`src/design/fsdl_pkg.sv`:
```
// Shared types and constants for the footswitch debounce and long-press unit.
// No dependencies; used by the lane module and the top level.
`timescale 1ns / 1ps
`default_nettype none

package fsdl_pkg;

   localparam int FIELD_SWITCHES = 4;
   localparam int TIME_WIDTH     = 32;
   localparam int WINDOW_WIDTH   = 8;
   localparam int HOLD_WIDTH     = 16;
   localparam int INDEX_WIDTH    = 2;
   localparam int CSR_DATA_WIDTH = 32;
   localparam int CSR_ADDR_WIDTH = 4;

   localparam logic [1:0] REG_DEBOUNCE_TIME     = 2'd0;
   localparam logic [1:0] REG_RECENT_WINDOW     = 2'd1;
   localparam logic [1:0] REG_DEFAULT_HOLD_TIME = 2'd2;

   localparam logic [WINDOW_WIDTH-1:0] DEBOUNCE_RESET = 8'd20;
   localparam logic [WINDOW_WIDTH-1:0] WINDOW_RESET   = 8'd50;
   localparam logic [HOLD_WIDTH-1:0]   HOLD_RESET     = 16'd1000;

   typedef struct packed {
      logic advance;
      logic clear;
      logic set_fired;
   } lane_ctrl_type;

   typedef struct packed {
      logic pressed;
      logic recent;
      logic long_ready;
   } lane_status_type;

endpackage

`default_nettype wire

```
`src/design/fsdl_channels.sv`:
```
// Valid/ready channel interfaces for the request and response beats.
// Depends on fsdl_pkg for field widths.
`timescale 1ns / 1ps
`default_nettype none

interface fsdl_req_if;
   logic                                  valid;
   logic                                  ready;
   logic [fsdl_pkg::TIME_WIDTH-1:0]       now_ms;
   logic [fsdl_pkg::FIELD_SWITCHES-1:0]   raw_levels;
   logic                                  check_pair;
   logic [fsdl_pkg::INDEX_WIDTH-1:0]      first_switch;
   logic [fsdl_pkg::INDEX_WIDTH-1:0]      second_switch;
   logic                                  use_custom_hold;
   logic [fsdl_pkg::HOLD_WIDTH-1:0]       custom_hold_ms;
   logic                                  clear_recent;

   modport source (
      output valid, now_ms, raw_levels, check_pair, first_switch, second_switch,
             use_custom_hold, custom_hold_ms, clear_recent,
      input  ready
   );
   modport sink (
      input  valid, now_ms, raw_levels, check_pair, first_switch, second_switch,
             use_custom_hold, custom_hold_ms, clear_recent,
      output ready
   );
endinterface

interface fsdl_rsp_if;
   logic                                  valid;
   logic                                  ready;
   logic [fsdl_pkg::FIELD_SWITCHES-1:0]   pressed_mask;
   logic [fsdl_pkg::FIELD_SWITCHES-1:0]   recent_mask;
   logic                                  long_press;

   modport source (
      output valid, pressed_mask, recent_mask, long_press,
      input  ready
   );
   modport sink (
      input  valid, pressed_mask, recent_mask, long_press,
      output ready
   );
endinterface

`default_nettype wire

```
`src/design/fsdl_switch_lane.sv`:
```
// One switch: debounce state, press start time and long-press flag.
// Depends on fsdl_pkg for widths and the lane control/status structs.
`timescale 1ns / 1ps
`default_nettype none

module fsdl_switch_lane (
   input  wire logic                                  clock,
   input  wire logic                                  reset,
   input  wire fsdl_pkg::lane_ctrl_type               ctrl,
   input  wire logic [fsdl_pkg::TIME_WIDTH-1:0]       now_ms,
   input  wire logic                                  level,
   input  wire logic [fsdl_pkg::WINDOW_WIDTH-1:0]     debounce_time,
   input  wire logic [fsdl_pkg::WINDOW_WIDTH-1:0]     recent_window,
   input  wire logic [fsdl_pkg::HOLD_WIDTH-1:0]       hold_time,
   output fsdl_pkg::lane_status_type                  status
);

   logic                              stable_ff, stable_in;
   logic                              prev_ff;
   logic                              fired_ff, fired_in;
   logic [fsdl_pkg::TIME_WIDTH-1:0]   change_ff, change_in;
   logic [fsdl_pkg::TIME_WIDTH-1:0]   start_ff, start_in;
   logic [fsdl_pkg::TIME_WIDTH-1:0]   since_change;
   logic [fsdl_pkg::TIME_WIDTH-1:0]   since_press;
   logic                              changed;
   logic                              accept;
   logic                              new_press;
   logic                              fired_mid;

   always_comb begin
      changed      = level != prev_ff;
      change_in    = changed ? now_ms : change_ff;
      since_change = changed ? '0 : now_ms - change_ff;
      accept       = (since_change
                      > {{(fsdl_pkg::TIME_WIDTH-fsdl_pkg::WINDOW_WIDTH){1'b0}},
                         debounce_time})
                     && (level != stable_ff);
      new_press    = accept && !level;
      stable_in    = accept ? level : stable_ff;
      since_press  = new_press ? '0 : now_ms - start_ff;
      fired_mid    = new_press ? 1'b0 : fired_ff;

      status.pressed    = !stable_in;
      status.recent     = !stable_in
                          && (since_press
                              < {{(fsdl_pkg::TIME_WIDTH-fsdl_pkg::WINDOW_WIDTH){1'b0}},
                                 recent_window});
      status.long_ready = !stable_in && !fired_mid
                          && (since_press
                              > {{(fsdl_pkg::TIME_WIDTH-fsdl_pkg::HOLD_WIDTH){1'b0}},
                                 hold_time});

      if (ctrl.clear) begin
         start_in = '0;
      end else if (new_press) begin
         start_in = now_ms;
      end else begin
         start_in = start_ff;
      end
      fired_in = fired_mid || ctrl.set_fired;
   end

   always_ff @(posedge clock) begin
      if (reset) begin
         stable_ff <= 1'b1;
         prev_ff   <= 1'b1;
         fired_ff  <= 1'b0;
         change_ff <= '0;
         start_ff  <= '0;
      end else if (ctrl.advance) begin
         stable_ff <= stable_in;
         prev_ff   <= level;
         fired_ff  <= fired_in;
         change_ff <= change_in;
         start_ff  <= start_in;
      end
   end

endmodule

`default_nettype wire

```
`src/design/footswitch_debounce_longpress_unit.sv`:
```
// Top level: input register, per-switch lanes, pair test and result register.
// Depends on fsdl_pkg, fsdl_req_if, fsdl_rsp_if and fsdl_switch_lane.
//
//   channel  direction  handshake            contents
//   req      in         valid/ready          time stamp, raw levels, pair test, clear
//   rsp      out        valid/ready          pressed mask, recent mask, long press
//   csr      in         APB psel/penable     debounce, recent window, default hold
//
// One beat per cycle sustained while rsp is not stalled; an accepted beat passes from the
// input register through the lane logic into the result register, which drives rsp.
// Reset is synchronous: switches read released, times and flags zero.
// A stalled rsp holds its result; req keeps accepting while the input
// register can move on into the result register in the same cycle.
`timescale 1ns / 1ps
`default_nettype none

module footswitch_debounce_longpress_unit #(
   parameter int SWITCH_COUNT = 4
) (
   input  wire logic                                   clock,
   input  wire logic                                   reset,
   fsdl_req_if.sink                                    req,
   fsdl_rsp_if.source                                  rsp,
   input  wire logic                                   psel,
   input  wire logic                                   penable,
   input  wire logic                                   pwrite,
   input  wire logic [fsdl_pkg::CSR_ADDR_WIDTH-1:0]    paddr,
   input  wire logic [fsdl_pkg::CSR_DATA_WIDTH-1:0]    pwdata,
   output logic      [fsdl_pkg::CSR_DATA_WIDTH-1:0]    prdata,
   output logic                                        pready
);

   logic [fsdl_pkg::WINDOW_WIDTH-1:0]     debounce_ff;
   logic [fsdl_pkg::WINDOW_WIDTH-1:0]     window_ff;
   logic [fsdl_pkg::HOLD_WIDTH-1:0]       hold_default_ff;
   logic                                  csr_write;

   logic                                  in_valid_ff, in_valid_in;
   logic [fsdl_pkg::TIME_WIDTH-1:0]       now_ff;
   logic [fsdl_pkg::FIELD_SWITCHES-1:0]   raw_ff;
   logic                                  check_ff;
   logic [fsdl_pkg::INDEX_WIDTH-1:0]      first_ff;
   logic [fsdl_pkg::INDEX_WIDTH-1:0]      second_ff;
   logic                                  custom_ff;
   logic [fsdl_pkg::HOLD_WIDTH-1:0]       custom_hold_ff;
   logic                                  clear_ff;

   logic                                  out_valid_ff, out_valid_in;
   logic [fsdl_pkg::FIELD_SWITCHES-1:0]   pressed_ff, pressed_in;
   logic [fsdl_pkg::FIELD_SWITCHES-1:0]   recent_ff, recent_in;
   logic                                  long_ff;

   logic                                  req_take;
   logic                                  advance;
   logic                                  pair_ok;
   logic                                  fire;
   logic [fsdl_pkg::HOLD_WIDTH-1:0]       hold_sel;
   logic [SWITCH_COUNT-1:0]               hit;
   logic [SWITCH_COUNT-1:0]               blocked;
   logic [SWITCH_COUNT-1:0]               lane_level;
   fsdl_pkg::lane_ctrl_type               lane_ctrl   [SWITCH_COUNT];
   fsdl_pkg::lane_status_type             lane_status [SWITCH_COUNT];

   // configuration port
   assign pready    = 1'b1;
   assign csr_write = psel && penable && pwrite;

   always_comb begin
      case (paddr[3:2])
         fsdl_pkg::REG_DEBOUNCE_TIME:
            prdata = {{(fsdl_pkg::CSR_DATA_WIDTH-fsdl_pkg::WINDOW_WIDTH){1'b0}}, debounce_ff};
         fsdl_pkg::REG_RECENT_WINDOW:
            prdata = {{(fsdl_pkg::CSR_DATA_WIDTH-fsdl_pkg::WINDOW_WIDTH){1'b0}}, window_ff};
         fsdl_pkg::REG_DEFAULT_HOLD_TIME:
            prdata = {{(fsdl_pkg::CSR_DATA_WIDTH-fsdl_pkg::HOLD_WIDTH){1'b0}},
                      hold_default_ff};
         default:
            prdata = '0;
      endcase
   end

   always_ff @(posedge clock) begin
      if (reset) begin
         debounce_ff     <= fsdl_pkg::DEBOUNCE_RESET;
         window_ff       <= fsdl_pkg::WINDOW_RESET;
         hold_default_ff <= fsdl_pkg::HOLD_RESET;
      end else if (csr_write) begin
         case (paddr[3:2])
            fsdl_pkg::REG_DEBOUNCE_TIME:
               debounce_ff <= pwdata[fsdl_pkg::WINDOW_WIDTH-1:0];
            fsdl_pkg::REG_RECENT_WINDOW:
               window_ff <= pwdata[fsdl_pkg::WINDOW_WIDTH-1:0];
            fsdl_pkg::REG_DEFAULT_HOLD_TIME:
               hold_default_ff <= pwdata[fsdl_pkg::HOLD_WIDTH-1:0];
            default: begin
            end
         endcase
      end
   end

   // handshake
   assign advance     = in_valid_ff && (!out_valid_ff || rsp.ready);
   assign req.ready   = !in_valid_ff || advance;
   assign req_take    = req.valid && req.ready;
   assign in_valid_in = req_take || (in_valid_ff && !advance);
   assign out_valid_in = advance || (out_valid_ff && !rsp.ready);

   always_ff @(posedge clock) begin
      if (reset) begin
         in_valid_ff <= 1'b0;
      end else begin
         in_valid_ff <= in_valid_in;
      end
      if (req_take) begin
         now_ff         <= req.now_ms;
         raw_ff         <= req.raw_levels;
         check_ff       <= req.check_pair;
         first_ff       <= req.first_switch;
         second_ff      <= req.second_switch;
         custom_ff      <= req.use_custom_hold;
         custom_hold_ff <= req.custom_hold_ms;
         clear_ff       <= req.clear_recent;
      end
   end

   // pair test
   assign hold_sel = custom_ff ? custom_hold_ff : hold_default_ff;
   assign pair_ok  = check_ff && (32'(first_ff) < SWITCH_COUNT)
                     && (32'(second_ff) < SWITCH_COUNT);
   assign fire     = pair_ok && !(|blocked);

   for (genvar k = 0; k < SWITCH_COUNT; k++) begin : g_lane
      if (k < fsdl_pkg::FIELD_SWITCHES) begin : g_raw
         assign lane_level[k] = raw_ff[k];
      end else begin : g_tied
         assign lane_level[k] = 1'b0;
      end

      assign hit[k]     = (32'(first_ff) == 32'(k)) || (32'(second_ff) == 32'(k));
      assign blocked[k] = hit[k] && !lane_status[k].long_ready;

      assign lane_ctrl[k].advance   = advance;
      assign lane_ctrl[k].clear     = clear_ff;
      assign lane_ctrl[k].set_fired = fire && hit[k];

      fsdl_switch_lane u_lane (
         .clock         (clock),
         .reset         (reset),
         .ctrl          (lane_ctrl[k]),
         .now_ms        (now_ff),
         .level         (lane_level[k]),
         .debounce_time (debounce_ff),
         .recent_window (window_ff),
         .hold_time     (hold_sel),
         .status        (lane_status[k])
      );
   end

   for (genvar j = 0; j < fsdl_pkg::FIELD_SWITCHES; j++) begin : g_mask
      if (j < SWITCH_COUNT) begin : g_live
         assign pressed_in[j] = lane_status[j].pressed;
         assign recent_in[j]  = lane_status[j].recent;
      end else begin : g_absent
         assign pressed_in[j] = 1'b0;
         assign recent_in[j]  = 1'b0;
      end
   end

   // result register
   always_ff @(posedge clock) begin
      if (reset) begin
         out_valid_ff <= 1'b0;
      end else begin
         out_valid_ff <= out_valid_in;
      end
      if (advance) begin
         pressed_ff <= pressed_in;
         recent_ff  <= recent_in;
         long_ff    <= fire;
      end
   end

   assign rsp.valid        = out_valid_ff;
   assign rsp.pressed_mask = pressed_ff;
   assign rsp.recent_mask  = recent_ff;
   assign rsp.long_press   = long_ff;

endmodule

`default_nettype wire

```
`src/flat_wrapper.sv`:
```
// flat-port wrapper written by rule: the top's interface ports become plain ports
module footswitch_debounce_longpress_unit_flat 
#(
   parameter int SWITCH_COUNT = 4
)
  (clock, reset, psel, penable, pwrite, paddr, pwdata, prdata, pready, req_valid, req_now_ms, req_raw_levels, req_check_pair, req_first_switch, req_second_switch, req_use_custom_hold, req_custom_hold_ms, req_clear_recent, req_ready, rsp_valid, rsp_pressed_mask, rsp_recent_mask, rsp_long_press, rsp_ready);
  fsdl_req_if req_i ();
  fsdl_rsp_if rsp_i ();
  input  wire logic clock;
  input  wire logic reset;
  input  wire logic psel;
  input  wire logic penable;
  input  wire logic pwrite;
  input  wire logic [fsdl_pkg::CSR_ADDR_WIDTH-1:0] paddr;
  input  wire logic [fsdl_pkg::CSR_DATA_WIDTH-1:0] pwdata;
  output logic      [fsdl_pkg::CSR_DATA_WIDTH-1:0] prdata;
  output logic pready;
  input wire logic [$bits(req_i.valid)-1:0] req_valid;
  input wire logic [$bits(req_i.now_ms)-1:0] req_now_ms;
  input wire logic [$bits(req_i.raw_levels)-1:0] req_raw_levels;
  input wire logic [$bits(req_i.check_pair)-1:0] req_check_pair;
  input wire logic [$bits(req_i.first_switch)-1:0] req_first_switch;
  input wire logic [$bits(req_i.second_switch)-1:0] req_second_switch;
  input wire logic [$bits(req_i.use_custom_hold)-1:0] req_use_custom_hold;
  input wire logic [$bits(req_i.custom_hold_ms)-1:0] req_custom_hold_ms;
  input wire logic [$bits(req_i.clear_recent)-1:0] req_clear_recent;
  output wire logic [$bits(req_i.ready)-1:0] req_ready;
  output wire logic [$bits(rsp_i.valid)-1:0] rsp_valid;
  output wire logic [$bits(rsp_i.pressed_mask)-1:0] rsp_pressed_mask;
  output wire logic [$bits(rsp_i.recent_mask)-1:0] rsp_recent_mask;
  output wire logic [$bits(rsp_i.long_press)-1:0] rsp_long_press;
  input wire logic [$bits(rsp_i.ready)-1:0] rsp_ready;
  assign req_i.valid = req_valid;
  assign req_i.now_ms = req_now_ms;
  assign req_i.raw_levels = req_raw_levels;
  assign req_i.check_pair = req_check_pair;
  assign req_i.first_switch = req_first_switch;
  assign req_i.second_switch = req_second_switch;
  assign req_i.use_custom_hold = req_use_custom_hold;
  assign req_i.custom_hold_ms = req_custom_hold_ms;
  assign req_i.clear_recent = req_clear_recent;
  assign req_ready = req_i.ready;
  assign rsp_valid = rsp_i.valid;
  assign rsp_pressed_mask = rsp_i.pressed_mask;
  assign rsp_recent_mask = rsp_i.recent_mask;
  assign rsp_long_press = rsp_i.long_press;
  assign rsp_i.ready = rsp_ready;
  footswitch_debounce_longpress_unit #(.SWITCH_COUNT(SWITCH_COUNT)) u_core (.clock(clock), .reset(reset), .req(req_i), .rsp(rsp_i), .psel(psel), .penable(penable), .pwrite(pwrite), .paddr(paddr), .pwdata(pwdata), .prdata(prdata), .pready(pready));
endmodule
```
`config.mk`:
```
export PLATFORM = sky130hd
export DESIGN_NAME = footswitch_debounce_longpress_unit_flat
export DESIGN_NICKNAME = d
export VERILOG_FILES = /design/src/design/fsdl_pkg.sv /design/src/design/fsdl_channels.sv /design/src/design/fsdl_switch_lane.sv /design/src/design/footswitch_debounce_longpress_unit.sv /design/src/flat_wrapper.sv
export SDC_FILE = /design/constraint.sdc
export NUM_CORES = 1
export LEC_CHECK = 0
export ABC_AREA = 1
export BUFFER_PORTS_ARGS = -buffer_cell sky130_fd_sc_hd__buf_2
export CORE_MARGIN = 2
export CORE_UTILIZATION = 55
export DETAILED_ROUTE_END_ITERATION = 16
export PLACE_DENSITY_LB_ADDON = 0.05
export RECOVER_POWER = 100
export SLEW_MARGIN = 20
export SYNTH_ARGS = -nofsm -noshare
export SYNTH_HDL_FRONTEND = slang
export SYNTH_SLANG_ARGS = --single-unit
```
`constraint.sdc`:
```
create_clock -name clock -period 9 [get_ports clock]
set_input_delay 0.9 -clock clock [delete_from_list [all_inputs] [get_ports clock]]
set_output_delay 0.9 -clock clock [all_outputs]
set_load 0.05 [all_outputs]
```
==> flow_results.org <==
** Synthesis
- Synthesis produced a netlist whose cell count is approximately 5300.
- Most frequently used cell type in the post-synthesis netlist :: sky130_fd_sc_hd__nand2_1
- Netlist Area Pre-Place :: 33300 µm²
- After synthesis, the largest area contributor takes up 18.2% of total cell area.
- Counting flops with an async set or reset pin after synthesis yields a share of 0%.
- By count the netlist is led by 1368 x sky130_fd_sc_hd__nand2_1, 880 x sky130_fd_sc_hd__inv_1, 601 x sky130_fd_sc_hd__a21oi_1, 468 x sky130_fd_sc_hd__nor2_1, 366 x sky130_fd_sc_hd__ha_1.
- The most used flip-flop cell after synthesis is sky130_fd_sc_hd__dfxtp_1.
- In this run, synthesis produced a sequential element count of between 300 and 400.
- The Yosys step of the flow raised 0 warnings.
- Number of synthesized flops with an enable pin :: 68
- Cell type with the largest total area after synthesis :: sky130_fd_sc_hd__dfxtp_1
- Yosys mapped the design onto 63 distinct sky130hd cell types.
- A synthesized cell averages roughly 6.3 µm².
- Leading cell types by total area after synthesis :: sky130_fd_sc_hd__dfxtp_1 18%, sky130_fd_sc_hd__nand2_1 15%, sky130_fd_sc_hd__ha_1 14%
- Portion of the post-synthesis area used by sequential elements :: 24.3%

** Timing
- Relative slew slack :: -218%
- The clock period could shrink to approximately 7.3 ns.
- Setup total negative slack on the finished layout was measured at 0 ns.
- Static timing analysis puts the maximum clock frequency at about 0.14 GHz.
- Final Hold Fails :: 0
- The worst path meets setup with between 1.5 and 2 ns of slack.
- Dividing the final minimum period by the clock period gives between 80 and 90%.
- Worst-Margin Slew :: between 4 and 5 ns
- Setup repair after global routing left no endpoint under its margin.
- Clk_skew :: 0.0309 ns
- Setup violations remaining at the end of the flow were counted as 0.
- Slew Limit Fails :: between 500 and 600

** Finish
- Fraction of layout instances using a drive strength above 1 :: under 10%
- Relative to the synthesized area, the layout overhead comes to 8.32%.
- In the final design database the tool counted between 5000 and 6000 nets.

** Global routing
- GRT Util Overall :: between 30% and 40%
- Antenna violations before repair :: 2
- The first global-routing pass estimated ~180000 µm of wire.
- After global routing the overflow that remains totals 0.
- Vias in the first global route :: 30600
- Entering global routing, the biggest net connects ~120 pins.

** Floorplanning
- The die is 250 µm tall.
- Core region area :: between 60000 and 70000 µm²
- From left edge to right edge, the die measures roughly 250 µm.
- The initial utilization of the core area, before any placement, comes to a little under three fifths.
- The initialized floorplan defines 90 standard-cell rows.
- The floorplan step defined a die boundary enclosing 62500 µm².
- Io pins :: approximately 150

** Power and ir drop
- Summed over all nets, the switching power comes to 0.00230 W.
- Power after layout :: between 0.005 and 0.006 W
- Static leakage power :: 17.5 nW
- The worst-case IR drop observed on VDD is approximately 0.18 mV.
- Sequential cells burn a little under a third of the power.
- Gate power share :: about 37%
- The share of total power dissipated in the clock network is a little under a third.
- Power spread over the standard cell area amounts to 163 nW/µm².
- Switching power as a share of total power :: 39.2%
- The internal power of the cells totals between 0.003 and 0.004 W.

** Detailed routing
- Summed over all nets, wire length on met2 after detailed routing comes to approximately 50000 µm.
- Post-DRT Antenna Nets :: 0
- Initial DRC Count :: 3170
- The detailed router put a total of around 53000 µm of wire on met1.
- For this block, the routed nets add up to between 100000 and 150000 µm of wire.
- The routed design uses 9400 µm of met3 wire.
- Via count :: ~34000
- Dividing the detail-routed via count by the number of cells gives ~5.5.
- Post-route DRC violation count :: 0
- For this run, the detailed router's first-pass iteration total came to 6.
- DR WL/cell :: 19.2 µm
- DR top layer :: met4

** Place
- OpenSTA, run right after detailed placement, puts the worst setup slack at roughly 3.2 ns.
- Port Buf Inserts :: between 100 and 150
- Routability congestion estimate :: 1.03
- Final HPWL from detailed placement :: 90900 µm

** Setup path
- Category of the critical setup timing path :: reg2reg
- Data arrival time of the critical path :: roughly 7.6 ns
- Slowest library cell on the worst path :: sky130_fd_sc_hd__clkbuf_1
- Endpoint type of the worst setup path :: flop
- For flop-to-flop paths, the worst setup slack is approximately 1.7 ns.
- In this run the worst path has a maximum fanout of 33.
- The most numerous cell type found on the critical path is sky130_fd_sc_hd__nand2_1.
- Critical Path Source Type :: flop
- CP max stage delay :: roughly 1.3 ns
- CP Data Required Time :: around 9 ns

** Clocking
- Clk root buf :: sky130_fd_sc_hd__clkbuf_16
- Clock tree from TritonCTS :: done
- CTS clock-pin slew for the worst setup and hold paths :: around 0.07 ns
- Clock latency on the worst-skew pair, taken at its later pin, is just over 0.6 ns.
- Post-cts hold buffer count :: 0
- CTS saw 370 sinks.
- Number of cells upsized or downsized after cts :: 0
- Clock tree synthesis inserted a total of 45 buffers.
- The clock tree synthesis step divided the H-tree into 2 levels.
- The longest clock path from root to sink contains 3 buffers.
- In this run the post-CTS setup repair buffer count came out at 0.

** Outcome
- Failing checks :: capacitance limit, slew limit
- The run finished, with violations left.

** Run
- Max-cap violations in this run came to 10.

** Hold path
- Path category of the worst min-delay check :: in2reg
==> power by group through the flow <==
stage	sequential (W)	clock (W)	combinational (W)
after floorplan	0.00187	0	0.00156
after global placement	0.00187	0	0.00211
after detailed placement	0.00188	0	0.00212
after CTS	0.00184	0.00187	0.00214
after global routing	0.00185	0.00194	0.00244
final	0.00185	0.00186	0.00218
==> kinds of logic (layout without fill, tap and decap cells) <==
kind of cell,Yosys count,after routing,share of synthesized area (%)
DFF,370,370,24.3
AOI/OAI and AO/OA,1092,1092,17.8
other,2,19,0.0226
muxes,3,3,0.0903
and+or+nand+nor,2261,2261,28.2
buffers and inverters,1014,1131,11.8
xor gates and xnor gates,137,137,3.61
adders and majority gates,374,374,14.2
==> metrics by stage <==
stage	hold slack (ns)	utilization [%]	instances	instance area, µm²
2_1_floorplan	0.433	-	5268	33300
3_5_place_dp	0.452	57.6	6083	34700
3_3_place_gp	0.447	57.6	6083	34700
6_report	0.447	59.9	6169	36000
4_1_cts	0.430	60.1	6164	36100
5_1_grt	0.431	59.9	6169	36000
==> final timing paths <==
kind	startpoint	end	cells after the start
max	u_core.now_ff[1]	u_core.g_lane[1].u_lane.start_ff[11]	27
min	req_use_custom_hold	u_core.custom_ff	1
min reg2reg	u_core.g_lane[1].u_lane.start_ff[24]	u_core.g_lane[1].u_lane.start_ff[24]	2
max reg2reg	u_core.now_ff[1]	u_core.g_lane[1].u_lane.start_ff[11]	27
==> layout by cell type (no fill, tap or decap), drive strengths merged, types with 2 or more instances in the layout <==
master	Yosys	final
o21a	11	11
a211oi	24	24
a221oi	5	5
diode	0	2
edfxtp	68	68
xor2	59	59
dfxtp	302	302
nand2	1398	1398
nor4	18	18
inv	893	895
o21bai	25	25
nand3	207	207
nor3	35	35
o31ai	3	3
and3	5	5
o22ai	4	4
o21ai	344	344
bufinv	0	2
a21boi	5	5
nor2	483	483
o211ai	20	20
ha	366	366
a21o	17	17
fa	8	8
clkbuf	86	109
a21oi	609	609
xnor2	78	78
o2111ai	2	2
a31oi	7	7
buf	33	113
nand4	68	68
conb	2	17
nor3b	2	2
and2	5	5
or2	14	14
nand3b	26	26
mux2i	3	3
clkinv	2	11
o221ai	10	10
==> critical path, delay by kind of cell (launching register included) <==
| family | cells | cell delay, ns |
|---|---|---|
| buf+inv | 8 | 3.56 |
| simple gates | 14 | 1.97 |
| fa+ha+maj | 2 | 0.72 |
| flops | 1 | 0.33 |
| xor+xnor | 1 | 0.16 |
| compound gates | 2 | 0.14 |
==> registers in the layout, indices dropped and copies added (netlist names) <==
name and cells:
u_core.check_ff 1, u_core.clear_ff 1, u_core.custom_ff 1, u_core.custom_hold_ff 16, u_core.debounce_ff 8, u_core.first_ff 2, u_core.g_lane.u_lane.change_ff 128, u_core.g_lane.u_lane.fired_ff 4
u_core.g_lane.u_lane.prev_ff 4, u_core.g_lane.u_lane.stable_ff 4, u_core.g_lane.u_lane.start_ff 128, u_core.hold_default_ff 16, u_core.in_valid_ff 1, u_core.lane_level 4, u_core.now_ff 32, u_core.rsp.long_press 1
u_core.rsp.pressed_mask 4, u_core.rsp.recent_mask 4, u_core.rsp.valid 1, u_core.second_ff 2, u_core.window_ff 8
==> per-layer routing <==
layer | vias up | global-route usage (%)
met5 | - | 0
met4 | 0 | 15.0
met3 | 237 | 5.24
met2 | 1212 | 57.9
met1 | 15300 | 51.8
li1 | 17200 | -
==> final cells by class <==
class                           instances  area (µm²)
Inverter                              895        3360
Multi-Input combinational cell       3884       21300
Clock inverter                         14         161
Timing Repair Buffer                  155         836
Fill cell                            6163       24100
Tap cell                              782         978
Sequential cell                       370        8090
Clock buffer                           67        1310
Antenna cell                            2        5.00
(Power assumes the default switching activity.)
